<file path="src/quadrature_encoder_position_unit_defines.svh">
// assertion macros for the quadrature encoder position unit
`ifndef QUADRATURE_ENCODER_POSITION_UNIT_DEFINES_SVH
`define QUADRATURE_ENCODER_POSITION_UNIT_DEFINES_SVH

// same-cycle implication, checked on clk_i outside reset
`define QEP_ASSERT_NOW(name, ante, cons, msg) \
  name: assert property (@(posedge clk_i) disable iff (!rst_ni) (ante) |-> (cons)) \
    else $error(msg);

// next-cycle implication, checked on clk_i outside reset
`define QEP_ASSERT_NEXT(name, ante, cons, msg) \
  name: assert property (@(posedge clk_i) disable iff (!rst_ni) (ante) |=> (cons)) \
    else $error(msg);

`endif

</file>
<file path="src/qep_pkg.sv">
// shared types, constants and the quadrature step table
package qep_pkg;

  localparam int unsigned DefPositionWidth = 32;
  localparam int unsigned RegWidth         = 32;
  localparam int unsigned ScaleWidth       = 11;
  localparam int unsigned PresetWidth      = 16;
  localparam int unsigned ProdWidth        = PresetWidth + ScaleWidth + 1;
  localparam int unsigned CfgIdxWidth      = 3;

  localparam logic signed [RegWidth-1:0] RstMinValue  = 32'sd0;
  localparam logic signed [RegWidth-1:0] RstMaxValue  = 32'sd1000;
  localparam logic [ScaleWidth-1:0]      RstStepScale = 11'd10;

  localparam logic ModePreset = 1'b1;

  typedef enum logic [CfgIdxWidth-1:0] {
    CFG_MIN_VALUE     = 3'd0,
    CFG_MAX_VALUE     = 3'd1,
    CFG_STEP_SCALE    = 3'd2,
    CFG_INVERT_OUTPUT = 3'd3,
    CFG_WRAP_MODE     = 3'd4
  } cfg_idx_e;

  typedef struct packed {
    logic                          mode;
    logic                          pin_a;
    logic                          pin_b;
    logic                          button_rise;
    logic                          clear_changed;
    logic                          clear_clicked;
    logic signed [PresetWidth-1:0] preset_value;
  } in_item_t;

  typedef struct packed {
    logic signed [RegWidth-1:0] value;
    logic signed [RegWidth-1:0] position;
    logic                       value_changed;
    logic                       button_clicked;
  } out_item_t;

  typedef struct packed {
    logic signed [RegWidth-1:0] min_value;
    logic signed [RegWidth-1:0] max_value;
    logic [ScaleWidth-1:0]      step_scale;
    logic                       invert_output;
    logic                       wrap_mode;
  } cfg_t;

  // registered input item with its scaled preset
  typedef struct packed {
    in_item_t                    item;
    logic signed [ProdWidth-1:0] preset_scaled;
  } stage_t;

  // index is {previous pins, current pins}, pins are {b, a}
  function automatic logic signed [1:0] quad_step(input logic [3:0] idx);
    logic signed [1:0] step;
    unique case (idx)
      4'h1, 4'h7, 4'h8, 4'he: step = -2'sd1;
      4'h2, 4'h4, 4'hb, 4'hd: step = 2'sd1;
      default:                step = 2'sd0;
    endcase
    return step;
  endfunction

endpackage

</file>
<file path="src/qep_cfg.sv">
// configuration register file
module qep_cfg import qep_pkg::*; (
  input  logic                   clk_i,
  input  logic                   rst_ni,
  input  logic                   cfg_we_i,
  input  logic [CfgIdxWidth-1:0] cfg_idx_i,
  input  logic [RegWidth-1:0]    cfg_wdata_i,
  output cfg_t                   cfg_o
);

  cfg_t cfg_d, cfg_q;

  always_comb begin
    cfg_d = cfg_q;
    if (cfg_we_i) begin
      unique case (cfg_idx_i)
        CFG_MIN_VALUE:     cfg_d.min_value     = $signed(cfg_wdata_i);
        CFG_MAX_VALUE:     cfg_d.max_value     = $signed(cfg_wdata_i);
        CFG_STEP_SCALE:    cfg_d.step_scale    = cfg_wdata_i[ScaleWidth-1:0];
        CFG_INVERT_OUTPUT: cfg_d.invert_output = cfg_wdata_i[0];
        CFG_WRAP_MODE:     cfg_d.wrap_mode     = cfg_wdata_i[0];
        default:           cfg_d = cfg_q;
      endcase
    end
  end

  always_ff @(posedge clk_i or negedge rst_ni) begin
    if (!rst_ni) begin
      cfg_q.min_value     <= RstMinValue;
      cfg_q.max_value     <= RstMaxValue;
      cfg_q.step_scale    <= RstStepScale;
      cfg_q.invert_output <= 1'b0;
      cfg_q.wrap_mode     <= 1'b0;
    end else begin
      cfg_q <= cfg_d;
    end
  end

  assign cfg_o = cfg_q;

endmodule

</file>
<file path="src/qep_in_stage.sv">
// input register stage, scales the preset value on capture
module qep_in_stage import qep_pkg::*; (
  input  logic     clk_i,
  input  logic     rst_ni,
  input  logic     in_valid_i,
  output logic     in_stall_o,
  input  in_item_t in_item_i,
  input  cfg_t     cfg_i,
  input  logic     pop_i,
  output logic     valid_o,
  output stage_t   stage_o
);

  logic   valid_d, valid_q;
  logic   load;
  stage_t stage_d, stage_q;

  assign in_stall_o = valid_q && !pop_i;
  assign load       = in_valid_i && !in_stall_o;

  always_comb begin
    stage_d.item          = in_item_i;
    stage_d.preset_scaled = ProdWidth'(in_item_i.preset_value)
                            * ProdWidth'($signed({1'b0, cfg_i.step_scale}));
  end

  always_comb begin
    valid_d = valid_q;
    if (load) begin
      valid_d = 1'b1;
    end else if (pop_i) begin
      valid_d = 1'b0;
    end
  end

  always_ff @(posedge clk_i or negedge rst_ni) begin
    if (!rst_ni) begin
      valid_q <= 1'b0;
    end else begin
      valid_q <= valid_d;
    end
  end

  always_ff @(posedge clk_i) begin
    if (load) begin
      stage_q <= stage_d;
    end
  end

  assign valid_o = valid_q;
  assign stage_o = stage_q;

endmodule

</file>
<file path="src/qep_core.sv">
// position state update, bound rule and result register
module qep_core import qep_pkg::*; #(
  parameter int unsigned PositionWidth = DefPositionWidth
) (
  input  logic      clk_i,
  input  logic      rst_ni,
  input  cfg_t      cfg_i,
  input  logic      valid_i,
  input  stage_t    stage_i,
  output logic      pop_o,
  output logic      out_valid_o,
  input  logic      out_stall_i,
  output out_item_t out_item_o
);

  // wide enough for position plus step and for the register bounds
  localparam int unsigned CmpWidth = (PositionWidth + 2 > RegWidth + 2) ?
                                     PositionWidth + 2 : RegWidth + 2;

  logic [1:0]                     prev_pins_d, prev_pins_q;
  logic signed [PositionWidth-1:0] position_d, position_q;
  logic                           changed_d, changed_q;
  logic                           clicked_d, clicked_q;
  logic                           out_valid_d, out_valid_q;
  out_item_t                      out_d, out_q;

  in_item_t                       item;
  logic [1:0]                     cur_pins;
  logic signed [1:0]              step;
  logic signed [CmpWidth-1:0]     pos_ext, sum, cand, min_ext, max_ext, p_hi, p_lo;
  logic signed [CmpWidth-1:0]     new_ext;
  logic                           do_bound;
  logic signed [RegWidth-1:0]     pos_out;

  assign item     = stage_i.item;
  assign cur_pins = {item.pin_b, item.pin_a};
  assign step     = quad_step({prev_pins_q, cur_pins});
  assign pop_o    = valid_i && (!out_valid_q || !out_stall_i);

  always_comb begin
    pos_ext  = CmpWidth'(position_q);
    min_ext  = CmpWidth'(cfg_i.min_value);
    max_ext  = CmpWidth'(cfg_i.max_value);
    sum      = pos_ext + CmpWidth'(step);
    cand     = (item.mode == ModePreset) ? CmpWidth'(stage_i.preset_scaled) : sum;
    do_bound = (item.mode == ModePreset) || (step != 2'sd0);

    // upper bound first, then lower bound on the adjusted value
    p_hi = cand;
    if (cand > max_ext) begin
      p_hi = cfg_i.wrap_mode ? min_ext : max_ext;
    end
    p_lo = p_hi;
    if (p_hi < min_ext) begin
      p_lo = cfg_i.wrap_mode ? max_ext : min_ext;
    end

    position_d  = do_bound ? p_lo[PositionWidth-1:0] : position_q;
    prev_pins_d = (item.mode == ModePreset) ? prev_pins_q : cur_pins;
    changed_d   = (changed_q && !item.clear_changed)
                  || ((item.mode != ModePreset) && (cur_pins != prev_pins_q));
    clicked_d   = (clicked_q && !item.clear_clicked) || item.button_rise;

    new_ext = CmpWidth'(position_d);
    pos_out = new_ext[RegWidth-1:0];

    out_d.position       = pos_out;
    out_d.value          = cfg_i.invert_output ? (cfg_i.max_value - pos_out) : pos_out;
    out_d.value_changed  = changed_d;
    out_d.button_clicked = clicked_d;
  end

  always_comb begin
    out_valid_d = out_valid_q;
    if (pop_o) begin
      out_valid_d = 1'b1;
    end else if (!out_stall_i) begin
      out_valid_d = 1'b0;
    end
  end

  always_ff @(posedge clk_i or negedge rst_ni) begin
    if (!rst_ni) begin
      prev_pins_q <= '0;
      position_q  <= '0;
      changed_q   <= 1'b0;
      clicked_q   <= 1'b0;
      out_valid_q <= 1'b0;
    end else begin
      out_valid_q <= out_valid_d;
      if (pop_o) begin
        prev_pins_q <= prev_pins_d;
        position_q  <= position_d;
        changed_q   <= changed_d;
        clicked_q   <= clicked_d;
      end
    end
  end

  always_ff @(posedge clk_i) begin
    if (pop_o) begin
      out_q <= out_d;
    end
  end

  assign out_valid_o = out_valid_q;
  assign out_item_o  = out_q;

endmodule

</file>
<file path="src/quadrature_encoder_position_unit.sv">
// top level of the quadrature encoder position unit
//
//  channel   direction  handshake                 payload
//  in        input      in_valid_i / in_stall_o    in_item_i (in_item_t)
//  out       output     out_valid_o / out_stall_i  out_item_o (out_item_t)
//  cfg       input      cfg_we_i                   cfg_idx_i, cfg_wdata_i
//
// one transaction per cycle sustained while the result side does not stall
// an accepted transaction passes the input register, then the update into the result register
// the position update is a step lookup, one add and two bound compares
// reset clears position, previous pins, both flags and restores the registers
// a stalled result holds while the input register can still take one transaction
`include "quadrature_encoder_position_unit_defines.svh"

module quadrature_encoder_position_unit import qep_pkg::*; #(
  parameter int unsigned POSITION_WIDTH = DefPositionWidth
) (
  input  logic                   clk_i,
  input  logic                   rst_ni,
  input  logic                   cfg_we_i,
  input  logic [CfgIdxWidth-1:0] cfg_idx_i,
  input  logic [RegWidth-1:0]    cfg_wdata_i,
  input  logic                   in_valid_i,
  output logic                   in_stall_o,
  input  in_item_t               in_item_i,
  output logic                   out_valid_o,
  input  logic                   out_stall_i,
  output out_item_t              out_item_o
);

  // configuration registers; the user writes them only while no transaction is in flight, not enforced here
  cfg_t   cfg;

  // input register to core hookup
  logic   stage_valid;
  logic   stage_pop;
  stage_t stage;

  qep_cfg u_cfg (
    .clk_i       (clk_i),
    .rst_ni      (rst_ni),
    .cfg_we_i    (cfg_we_i),
    .cfg_idx_i   (cfg_idx_i),
    .cfg_wdata_i (cfg_wdata_i),
    .cfg_o       (cfg)
  );

  // captures the transaction and forms preset_value * step_scale
  qep_in_stage u_in_stage (
    .clk_i      (clk_i),
    .rst_ni     (rst_ni),
    .in_valid_i (in_valid_i),
    .in_stall_o (in_stall_o),
    .in_item_i  (in_item_i),
    .cfg_i      (cfg),
    .pop_i      (stage_pop),
    .valid_o    (stage_valid),
    .stage_o    (stage)
  );

  // updates position and flags, loads the result register
  qep_core #(
    .PositionWidth (POSITION_WIDTH)
  ) u_core (
    .clk_i       (clk_i),
    .rst_ni      (rst_ni),
    .cfg_i       (cfg),
    .valid_i     (stage_valid),
    .stage_i     (stage),
    .pop_o       (stage_pop),
    .out_valid_o (out_valid_o),
    .out_stall_i (out_stall_i),
    .out_item_o  (out_item_o)
  );

  // stall toward the input only when the input register is occupied
  `QEP_ASSERT_NOW(a_stall_needs_stage, in_stall_o, stage_valid, "stall with empty input register")

  // a held transaction moves to an empty result register at once
  `QEP_ASSERT_NEXT(a_stage_moves, stage_valid && !out_valid_o, out_valid_o, "stage did not advance")

  // a transaction blocked by a stalled result is not dropped
  `QEP_ASSERT_NEXT(a_stage_kept, stage_valid && out_valid_o && out_stall_i, stage_valid,
                   "blocked transaction lost")

endmodule

</file>
<file path="config.mk">
export PLATFORM = sky130hd
export DESIGN_NAME = quadrature_encoder_position_unit
export DESIGN_NICKNAME = d
export VERILOG_FILES = /design/src/qep_pkg.sv /design/src/qep_cfg.sv /design/src/qep_in_stage.sv /design/src/qep_core.sv /design/src/quadrature_encoder_position_unit.sv
export VERILOG_INCLUDE_DIRS = /design/src /design/src/src
export SDC_FILE = /design/constraint.sdc
export NUM_CORES = 1
export LEC_CHECK = 0
export ABC_AREA = 0
export BUFFER_PORTS_ARGS = -buffer_cell sky130_fd_sc_hd__buf_2
export CORE_MARGIN = 2
export CORE_UTILIZATION = 44
export CTS_CLUSTER_SIZE = 12
export DETAILED_ROUTE_END_ITERATION = 12
export HOLD_SLACK_MARGIN = 0.06
export PLACE_DENSITY_LB_ADDON = 0.08
export SYNTH_ARGS = -nofsm -noshare
export SYNTH_HDL_FRONTEND = slang
export SYNTH_SLANG_ARGS = --single-unit
</file>
<file path="constraint.sdc">
create_clock -name clk_i -period 13.2 [get_ports clk_i]
set_input_delay 1.32 -clock clk_i [delete_from_list [all_inputs] [get_ports clk_i]]
set_output_delay 1.32 -clock clk_i [all_outputs]
set_load 0.02 [all_outputs]
</file>
### Word-level counts from Yosys, hierarchy flattened

Memory sizes are Yosys's and may differ from the RTL's.
Index checks and enable logic that the tools add are counted.

* bits in registers: 215
* memory bits (read-only): 32
* bits of input ports: 62
* logic and storage cells: 71
* memories kept: 1

Memories
* (no name shown): words 16, width 2, rd ports 1, clocked after memory_dff 0, wr ports 0, line qep_pkg.sv:59 `unique case (idx)`

* add/sub/neg operators: 2
* $mul: 1
* magnitude comparators: 2
* equality and inequality tests: 6
* muxes and demuxes: 11
* bitwise operators: 1
* reduce and logical (&&, ||, !) cells: 25

Operators by type and width (count)
* 32-bit 2-to-1 mux: 4
* 34-bit 2-to-1 mux: 3
* 34-bit by 32-bit > comparator with 1-bit output: 1
* 34-bit by 32-bit < comparator with 1-bit output: 1
* 32-bit by 2-bit adder with 33-bit output: 1
* 32-bit subtractor: 1
* 16-bit by 12-bit multiplier with 28-bit output: 1
* 2-bit AND reduction: 6
* 3-bit by 2-bit equality test with 1-bit output (second input constant): 2
* 1-bit logical AND: 6
* 1-bit zero test: 6
* 1-bit logical OR: 4
* 1-bit 2-to-1 mux: 4
* 2-bit nonzero test: 2
* 3-bit by 1-bit equality test with 1-bit output (second input constant): 1
* 3-bit equality test (second input constant): 1
* 3-bit zero test: 1
* 2-bit by 1-bit inequality test with 1-bit output (second input constant): 1
* 2-bit inequality test: 1
* 1-bit NOT: 1

### Longest topological paths before layout

Gate-level depths: netlist (run 1).
An unclocked memory read counts as a cell.

* depth in word-level cells: 10
* mapped depth: 63
* gate-level depth less buffers: 60

### Cells and area by module

From an unflattened synthesis (run 1), not the netlist that was laid out.

* cell total of the unflattened synthesis: 2421
* area total of the unflattened synthesis: 22476.6 sq um

Modules (own cells, without submodules)
* qep_core: times used 1, cells an instance 1397, area each 11274.6 sq um
* qep_in_stage: times used 1, cells an instance 857, area each 8252.9 sq um
* qep_cfg: times used 1, cells an instance 167, area each 2949.1 sq um

### Worst setup path after synthesis (run 1)

No wires, ideal clock.

* path type: register -> register
* from: reg u_in_stage.stage_q (netlist bit u_in_stage.stage_o[47])
* to: reg u_core.out_q (netlist bit u_core.out_item_o[64]), data pin
* library setup time: 272 ps
* arrival: 12753 ps
* required time: 12928 ps
* path slack: 175 ps
* stages on the path, launching flop included: 58
* buffers on the path: 6
* path through: edfxtp_1 > ha_1 > mux4_2 > ha_1 > a21o_1 > a211oi_1 > and4bb_2 > or3_1 > o21a_1 > o21ai_1 > a211oi_1 > o21ai_0 > a31o_2 > a21o_1 > a21oi_1 > o21bai_1 > a21oi_1 > o21ai_0 > (+22 left out) > buf_1 > a211oi_1 > a21oi_1 > inv_1 > fa_1 > inv_1 > a21o_1 > o221ai_1 > a21boi_1 > o31ai_4 > a2111oi_4 > nor3b_2 > and4b_4 > a2111oi_4 > nor2_2 > o31ai_2 > xnor2_1 > mux2i_1

RTL lines
* start: declaration: line qep_in_stage.sv:16 `stage_t stage_d, stage_q;`
* start signal: assignment: line qep_in_stage.sv:46 `stage_q <= stage_d;`
* end signal: assignment: line qep_core.sv:102 `out_q <= out_d;`
* end: declaration: line qep_core.sv:25 `out_item_t out_d, out_q;`

==> results.txt, run 1 <==
----------------------------------------------------
[Die]
  Full die area ... 51000 sq um
  Die extent in x ... 226 um
  Die H ... 226 um
  Cell Rows ... 81
  Floorplan core area ... 48700 sq um
  Number of top-level pins ... 130
  Effective utilization at floorplan ... 0.444

[Synthesis]
  Mux share of post-synthesis cell area ... 0.0440
  Synthesized Nets ... 2800
  Number of distinct library cells after synthesis ... 104
  Gate count after technology mapping ... 2398
  Count of warnings emitted by yosys ... 0
  Share of synthesized cell area in and, or, nand and nor gates ... 0.151
  Main combinational cell family by area after synthesis ... adder cells
  Synthesized-area fraction occupied by xor and xnor cells ... 0.0388
  Synth Area in Compound Gates ... 0.159
  Area share of the largest cell type after synthesis ... 0.151
  Primary FF master, synth ... dfrtp_1
  Syn_area_per_cell ... 9.03 sq um
  Sequential cell area fraction in the yosys report ... 0.272
  Synth Area in Adders ... 0.258
  Async S/R FF share, synth ... 0.535
  Cell area after synthesis ... 21700 sq um
  Cell types occupying the most area after synthesis ... fa_1, edfxtp_1, dfrtp_1, ha_1, inv_1
  Cell type with the largest total area after synthesis ... fa_1
  EDFF count, synth ... 100
  Post-synthesis register bit count ... 215

[Run status]
  Result of the run ... complete, no violations

[Placement]
  Instance area at placement ... 23900 sq um
  Pre-CTS setup slack ... -0.617 ns
  GPL Wtd Cong ... 0.886
  Number of port buffers ... 129
  Estimated wirelength of the detail-placed design ... 50.5 mm

[Hold path]
  Worst hold path startpoint ... u_core.clicked_q
  Type of the tightest min-delay check ... register to register
  WHS Endpoint ... u_core.clicked_q
  Cell depth of the worst hold path ... 1

[Global routing]
  Maximum number of pins on one net before global-route repair ... 66
  Via count of the first global-routing pass ... 18200
  Antenna violations before repair ... 0
  First-pass GRT wire length ... 101 mm
  Remaining Overflow, GRT ... 0
  Global-route usage over all layers ... 0.256

[Clock network]
  Clk slew on worst S/H paths ... 0.06 ns
  Inserted Clock Buffers ... 25
  Hold buffer count at cts ... 0
  TritonCTS Sinks ... 215
  CTS tree ... yes
  Clock buffer depth ... 3
  CTS Root Buffer Type ... clkbuf_16
  Clock insertion delay at the later pin of the skew report ... 0.56 ns
  H-tree levels ... 1

[Critical path]
  Reg2reg path depth ... 62
  Required time at the endpoint of the critical path ... 13.46 ns
  Kind of end point of the critical path ... register
  Arrival time at the worst endpoint ... 12.99 ns
  Worst-path cell with the longest stage delay ... or4_4
  Max Fanout on Critical Path ... 6
  Sum of buffers and inverters on the critical path ... 10
  Launching element type of the critical path ... register
  R2r startpoint ... u_in_stage.stage_o[47]
  Kind of critical path ... register to register
  Family with the most delay on the worst path ... compound AO/OA/AOI/OAI gates
  Maximum single-stage delay on the critical path ... 0.56 ns
  Capturing point of the worst reg2reg path ... u_core.out_item_o[64]
  Minimum setup slack among reg-to-reg paths ... 0.47 ns
  Most prevalent standard cell on the critical path ... a21o_1

[Timing]
  Crit share post-route ... 0.964
  Setup slack of the critical path after layout ... 0.473 ns
  Post-route clock skew ... 0.0239 ns
  Achievable Freq ... 0.0786 GHz
  Final hold viol count ... 0
  Worst-Margin Slew ... 0.953 ns
  Count of final setup violators ... 0
  Min Tclk post-route ... 12.73 ns
  Number of slew-limit violations in the final report ... 0
  Worst relative slew slack ... 0.365

[Detailed routing]
  Drt first pass iters ... 7
  Antenna Violating Nets Remaining ... 0
  DRC violation count after routing ... 0
  Initial DRC count ... 1180
  Vias per cell ... 5.45
  Via total after detailed routing ... 18000
  Total wirelength of the detailed-routed design ... 65.0 mm
  Wirelength per Cell ... 19.7 um

[Final layout]
  Share of layout cells above drive strength 1 ... 0.191
  Final standard cell area without fillers ... 25400 sq um
  Synthesis-to-layout area growth ... 17.3%
  Number of nets in the final layout ... 3027
  Inserted Diodes ... 0

[Run]
  Max-cap violations ... 0

----------------------------------------------------
==> synth_stat cells (all sizes together), types with 7 or more instances <==
cell and instances:
ha 177, clkbuf 96, or4 7, o31a 7, and3 12, nor4 12
dfrtp 107, buf 15, a211oi 24, nand4 21, or3 9, dfstp 8
a31oi 21, maj3 10, nand2b 9, or2 13, a21oi 84, a31o 7
edfxtp 100, nor3 20, xnor2 76, a21o 33, fa 163, o21a 20
inv 330, mux2i 61, a221oi 11, o21ai 191, o211ai 18, nor2b 13
a21boi 15, a211o 7, nand3 27, mux2 28, xor2 20, o22ai 7
o31ai 14, and2 95, o211a 8, nor2 95, nand2 326
==> how the worst max path moves through the flow <==
stage	startpoint	end	slack, ns	cells after the start
final	u_in_stage.stage_o[47]	u_core.out_item_o[64]	0.47	62
after global routing	u_in_stage.stage_o[47]	u_core.out_item_o[58]	-0.11	62
after CTS	u_in_stage.stage_o[47]	u_core.out_item_o[64]	0.05	63
after detailed placement	u_in_stage.stage_o[47]	u_core.out_item_o[64]	-0.62	61
after global placement	u_in_stage.stage_o[47]	u_core.out_item_o[64]	-0.42	61
after floorplan	u_in_stage.stage_o[47]	u_core.out_item_o[64]	0.18	57
==> kinds of logic (layout without fill, tap and decap cells) <==
kind of cell | count (synthesis) | in the layout
buf+inv | 443 | 687
fa+ha+maj | 350 | 350
simple gates | 682 | 682
xor+xnor | 96 | 96
mux | 90 | 90
flops | 215 | 215
compound gates | 522 | 523
==> worst register-to-register path, delay by kind of cell (launching register included) <==
family	cells	cell delay, ns
flops	1	0.42
xor+xnor	2	0.39
fa+ha+maj	6	1.48
simple gates	11	2.69
compound gates	29	5.15
buf+inv	10	1.32
mux	4	0.97
==> state kept, by name, indices dropped and copies added (netlist names) <==
signal,cells
u_cfg.cfg_o,77
u_core.out_item_o,66
u_in_stage.stage_o,34
u_core.position_q,32
u_core.prev_pins_q,2
u_core.changed_q,1
u_core.clicked_q,1
u_core.out_valid_o,1
u_in_stage.valid_o,1
==> cell usage in the layout (no fill, tap or decap), types with 8 or more instances in the layout <==
cell type,n
a221oi_1,10
a21oi_1,75
edfxtp_1,100
maj3_1,9
nor3_1,18
xor2_1,20
and2_1,94
nor4_1,10
dfrtp_1,105
ha_4,9
o21a_1,19
fa_1,162
nand3_1,23
nand2_1,322
xnor2_1,76
buf_6,11
a21boi_0,11
nand2b_1,9
ha_1,164
o21ai_1,14
mux2_2,27
nor2b_1,11
mux2i_1,58
and3_1,12
inv_1,324
dfstp_2,8
a21o_1,33
o31ai_1,11
nor2_1,92
o211ai_1,16
a211oi_1,20
nand4_1,21
buf_2,128
or2_2,11
buf_4,170
clkbuf_16,26
a31oi_1,18
o21ai_0,172
==> routing by layer <==
metal  routed length (um)  part of all wire  vias to the layer above  global-route usage
met2                31100              0.48                      447               0.434
met1                29700              0.46                     8885               0.352
met4                 1380             0.021                        0              0.0628
met5                    0                 0                        -                   0
li1                     -                 -                     8591                   -
met3                 2870             0.044                       89              0.0235
==> per-stage QoR <==
step / utilization / setup TNS [ns] / instances / hold WS, ns
global placement: 0.490 / -1.35 / 3228 / 0.488
floorplan: - / 0 / 2398 / 0.457
global route: 0.521 / -0.445 / 3307 / 0.541
finish: 0.521 / 0 / 3307 / 0.512
detailed placement: 0.490 / -2.79 / 3228 / 0.505
CTS: 0.509 / 0 / 3278 / 0.517
==> repair_timing <==
item | 4_1_cts | 5_1_grt
gates resized for setup | 20 | 84
gates cloned | 0 | 2
pin swaps | 9 | 59
endpoints found under the setup margin | 11 | 19
buffers inserted | 5 | 28
==> layout make-up <==
cell class                 count  area [sq um]
inverter                     332          1250
timing repair buffer         310          2060
multi-input combinational   1741         14600
sequential                   215          5900
tap                          664           831
clock inverter                 9          76.3
clock buffer                  36           728
fill                        4604         23300
Power of run 1 is not shown: default switching activity piles up to over one toggle a cycle in this logic, so the estimate is an artifact.
==> inputs of run 2 (changes only) <==
--- a/config.mk
+++ b/config.mk
@@ -6,7 +6,7 @@
 export SDC_FILE = /design/constraint.sdc
 export NUM_CORES = 1
 export LEC_CHECK = 0
-export ABC_AREA = 0
+export ABC_AREA = 1
 export BUFFER_PORTS_ARGS = -buffer_cell sky130_fd_sc_hd__buf_2
 export CORE_MARGIN = 2
 export CORE_UTILIZATION = 44
==> results.txt, run 2 <==
----------------------------------------------------
[Synthesis]
  Number of distinct library cells after synthesis ... 55 (-47%)
  Cell type with the largest total area after synthesis ... nand2_1
  Cell area after synthesis ... 22800 sq um (+5.1%)
  Cell types occupying the most area after synthesis ... nand2_1, fa_1, edfxtp_1, dfrtp_1, ha_1
  Primary FF master, synth ... dfrtp_1
  Synthesized Nets ... 3491 (+25%)
  Post-synth top cells ... nand2_1, inv_1, o21ai_0, nand3_1, ha_1
  EDFF count, synth ... 100 (unchanged)
  Syn_area_per_cell ... 7.37 sq um (-18%)
  Area share of the largest cell type after synthesis ... 0.144 (-0.00637)
  Cell with the most instances after synthesis ... nand2_1
  Gate count after technology mapping ... 3089 (+29%)
  Count of warnings emitted by yosys ... 0 (unchanged)
  Sequential cell area fraction in the yosys report ... 0.259 (-0.0132)
  Async S/R FF share, synth ... 0.535 (unchanged)
  Post-synthesis register bit count ... 215 (unchanged)

[Critical path]
  Required time at the endpoint of the critical path ... 13.49 ns (+0.03 ns)
  Maximum single-stage delay on the critical path ... 0.66 ns (+0.10 ns)
  Launching element type of the critical path ... register
  Arrival time at the worst endpoint ... 11.85 ns (-1.14 ns)
  Kind of end point of the critical path ... register
  Most prevalent standard cell on the critical path ... nand2_1
  Kind of critical path ... register to register
  Max Fanout on Critical Path ... 46 (+40)
  Worst-path cell with the longest stage delay ... inv_2

[Die]
  Number of top-level pins ... 130 (unchanged)
  Cell Rows ... 83 (+2.5%)
  Die H ... 231 um (+2.5%)
  Floorplan core area ... 51200 sq um (+5.0%)
  Die extent in x ... 231 um (+2.5%)
  Effective utilization at floorplan ... 0.445 (about the same)
  Full die area ... 53600 sq um (+5.0%)

[Clock network]
  TritonCTS Sinks ... 215 (unchanged)
  Resized cells post-CTS ... 0 (-100%)
  H-tree levels ... 1 (unchanged)
  Buffer count from post-CTS setup fixing ... 0 (-5)
  Inserted Clock Buffers ... 24 (-4.0%)
  Clock insertion delay at the later pin of the skew report ... 0.55 ns (about the same)
  Clock buffer depth ... 3 (unchanged)
  CTS tree ... yes
  Clk slew on worst S/H paths ... 0.06 ns (about the same)
  Hold buffer count at cts ... 0 (unchanged)
  CTS Root Buffer Type ... clkbuf_16

[Final layout]
  Post-layout instance count excluding filler cells ... 3846 (+16%)
  Synthesis-to-layout area growth ... 8.32%
  Share of layout cells above drive strength 1 ... 0.101 (-0.0907)
  Most common cell after layout, fill and taps aside ... nand2_1
  Number of nets in the final layout ... 3550 (+17%)
  Fill cell instance count of the final layout ... 5315 (+15%)
  Inserted Diodes ... 0 (unchanged)
  Sequential cell area ... 5890 sq um (about the same)
  Area taken by multi-input logic gates ... 14100 sq um (-3.0%)
  Most frequent cells in the layout ... nand2_1, inv_1, o21ai_0
  Number of flip-flops in the largest register ... 77 (unchanged)

[Placement]
  Number of port buffers ... 129 (unchanged)
  Placed Cells ... 3802 (+18%)
  GPL Wtd Cong ... 0.950 (+7.3%)
  Estimated wirelength of the detail-placed design ... 58.0 mm (+15%)

[Detailed routing]
  Antenna Violating Nets Remaining ... 0 (unchanged)
  Initial DRC count ... 1489 (+26%)
  Via total after detailed routing ... 19700 (+9.6%)
  Wirelength per Cell ... 18.2 um (-7.2%)
  Drt first pass iters ... 7 (unchanged)
  Vias per cell ... 5.13 (-5.8%)
  Total wirelength of the detailed-routed design ... 70.2 mm (+7.9%)
  DRC violation count after routing ... 0 (unchanged)

[Timing]
  Achievable Freq ... 0.0866 GHz (+10%)
  Final hold viol count ... 0 (unchanged)
  Worst relative slew slack ... 0.262 (-0.102)
  Hold Worst Slack ... 0.477 ns (-0.0344 ns)
  Min Tclk post-route ... 11.55 ns (-1.18 ns)
  Number of slew-limit violations in the final report ... 0 (unchanged)
  Total negative slack for setup checks ... 0 ns (unchanged)
  RSZ-0062 raised after global routing ... no
  Post-route clock skew ... 0.0146 ns (-0.00927 ns)
  Crit share post-route ... 0.875 (-0.0890)
  Count of final setup violators ... 0 (unchanged)
  Worst-Margin Slew ... 1.10 ns (+0.150 ns)

[Global routing]
  Via count of the first global-routing pass ... 19200 (+5.4%)
  Global-route usage over all layers ... 0.266 (+0.0107)
  Remaining Overflow, GRT ... 0 (unchanged)
  First-pass GRT wire length ... 110 mm (+8.7%)
  Maximum number of pins on one net before global-route repair ... 118 (+79%)
  Antenna violations before repair ... 0 (unchanged)

[Run status]
  Result of the run ... complete, no violations

[Run]
  Max-cap violations ... 0 (unchanged)

[Hold path]
  Type of the tightest min-delay check ... register to register

----------------------------------------------------
-- run 2: path summary, 6_finish.rpt --
path                                        start               endpoint  slack, ns  depth (start not counted)
max                        u_in_stage.stage_o[47]  u_core.out_item_o[56]       1.65                         58
min                            u_in_stage.valid_o     u_core.out_valid_o       0.48                          2
max reg2reg                u_in_stage.stage_o[47]  u_core.out_item_o[56]       1.65                         58
min reg2reg                    u_in_stage.valid_o     u_core.out_valid_o       0.48                          2
max in group asynchronous                  rst_ni         u_cfg.cfg_o[0]      11.02                          2
min in group asynchronous                  rst_ni         u_cfg.cfg_o[6]       0.91                          1
-- run 2: per-layer routing --
layer  global-route usage  share of wire  vias to the layer above
met3               0.0185          0.040                       71
met2                0.437           0.46                      437
met5                    0              0                        -
li1                     -              -                     9820
met1                0.390           0.49                     9414
met4               0.0502          0.016                        0
-- run 2: layout make-up --
type                            instances  area share
Clock inverter                          6     0.00147
Timing Repair Buffer                  141      0.0299
Multi-Input combinational cell       2155       0.573
Inverter                              611      0.0932
Clock buffer                           38      0.0290
Tap cell                              680      0.0345
Sequential cell                       215       0.239
-- run 2: cell families (layout without fill, tap and decap cells) --
kind of cell               Yosys count  count (layout)  synth area share
xor gates and xnor gates            47              47            0.0181
and+or+nand+nor                   1304            1304             0.249
DFF                                215             215             0.259
adders and majority gates          340             340             0.241
AOI/OAI and AO/OA                  464             464             0.112
buffers and inverters              719             796             0.121
-- run 2: stage by stage --
| step | worst slack [ns] | instance area (sq um) | utilization |
|---|---|---|---|
| 5_1_grt | 0.427 | 24700 | 0.482 |
| 3_3_place_gp | 1.94 | 23900 | 0.467 |
| 3_5_place_dp | 1.65 | 23900 | 0.467 |
| 4_1_cts | 1.62 | 24700 | 0.482 |
| 2_1_floorplan | 3.56 | 22800 | - |
| 6_report | 1.65 | 24700 | 0.482 |
-- run 2: worst max-delay path, delay by kind of cell (launching register included) --
family	cells	cell delay [ns]
and+or+nand+nor	33	4.76
AOI/OAI and AO/OA	14	2.90
adders and majority gates	5	1.89
buffers and inverters	6	1.30
DFF	1	0.42
Power of run 2 is left out for the same reason.
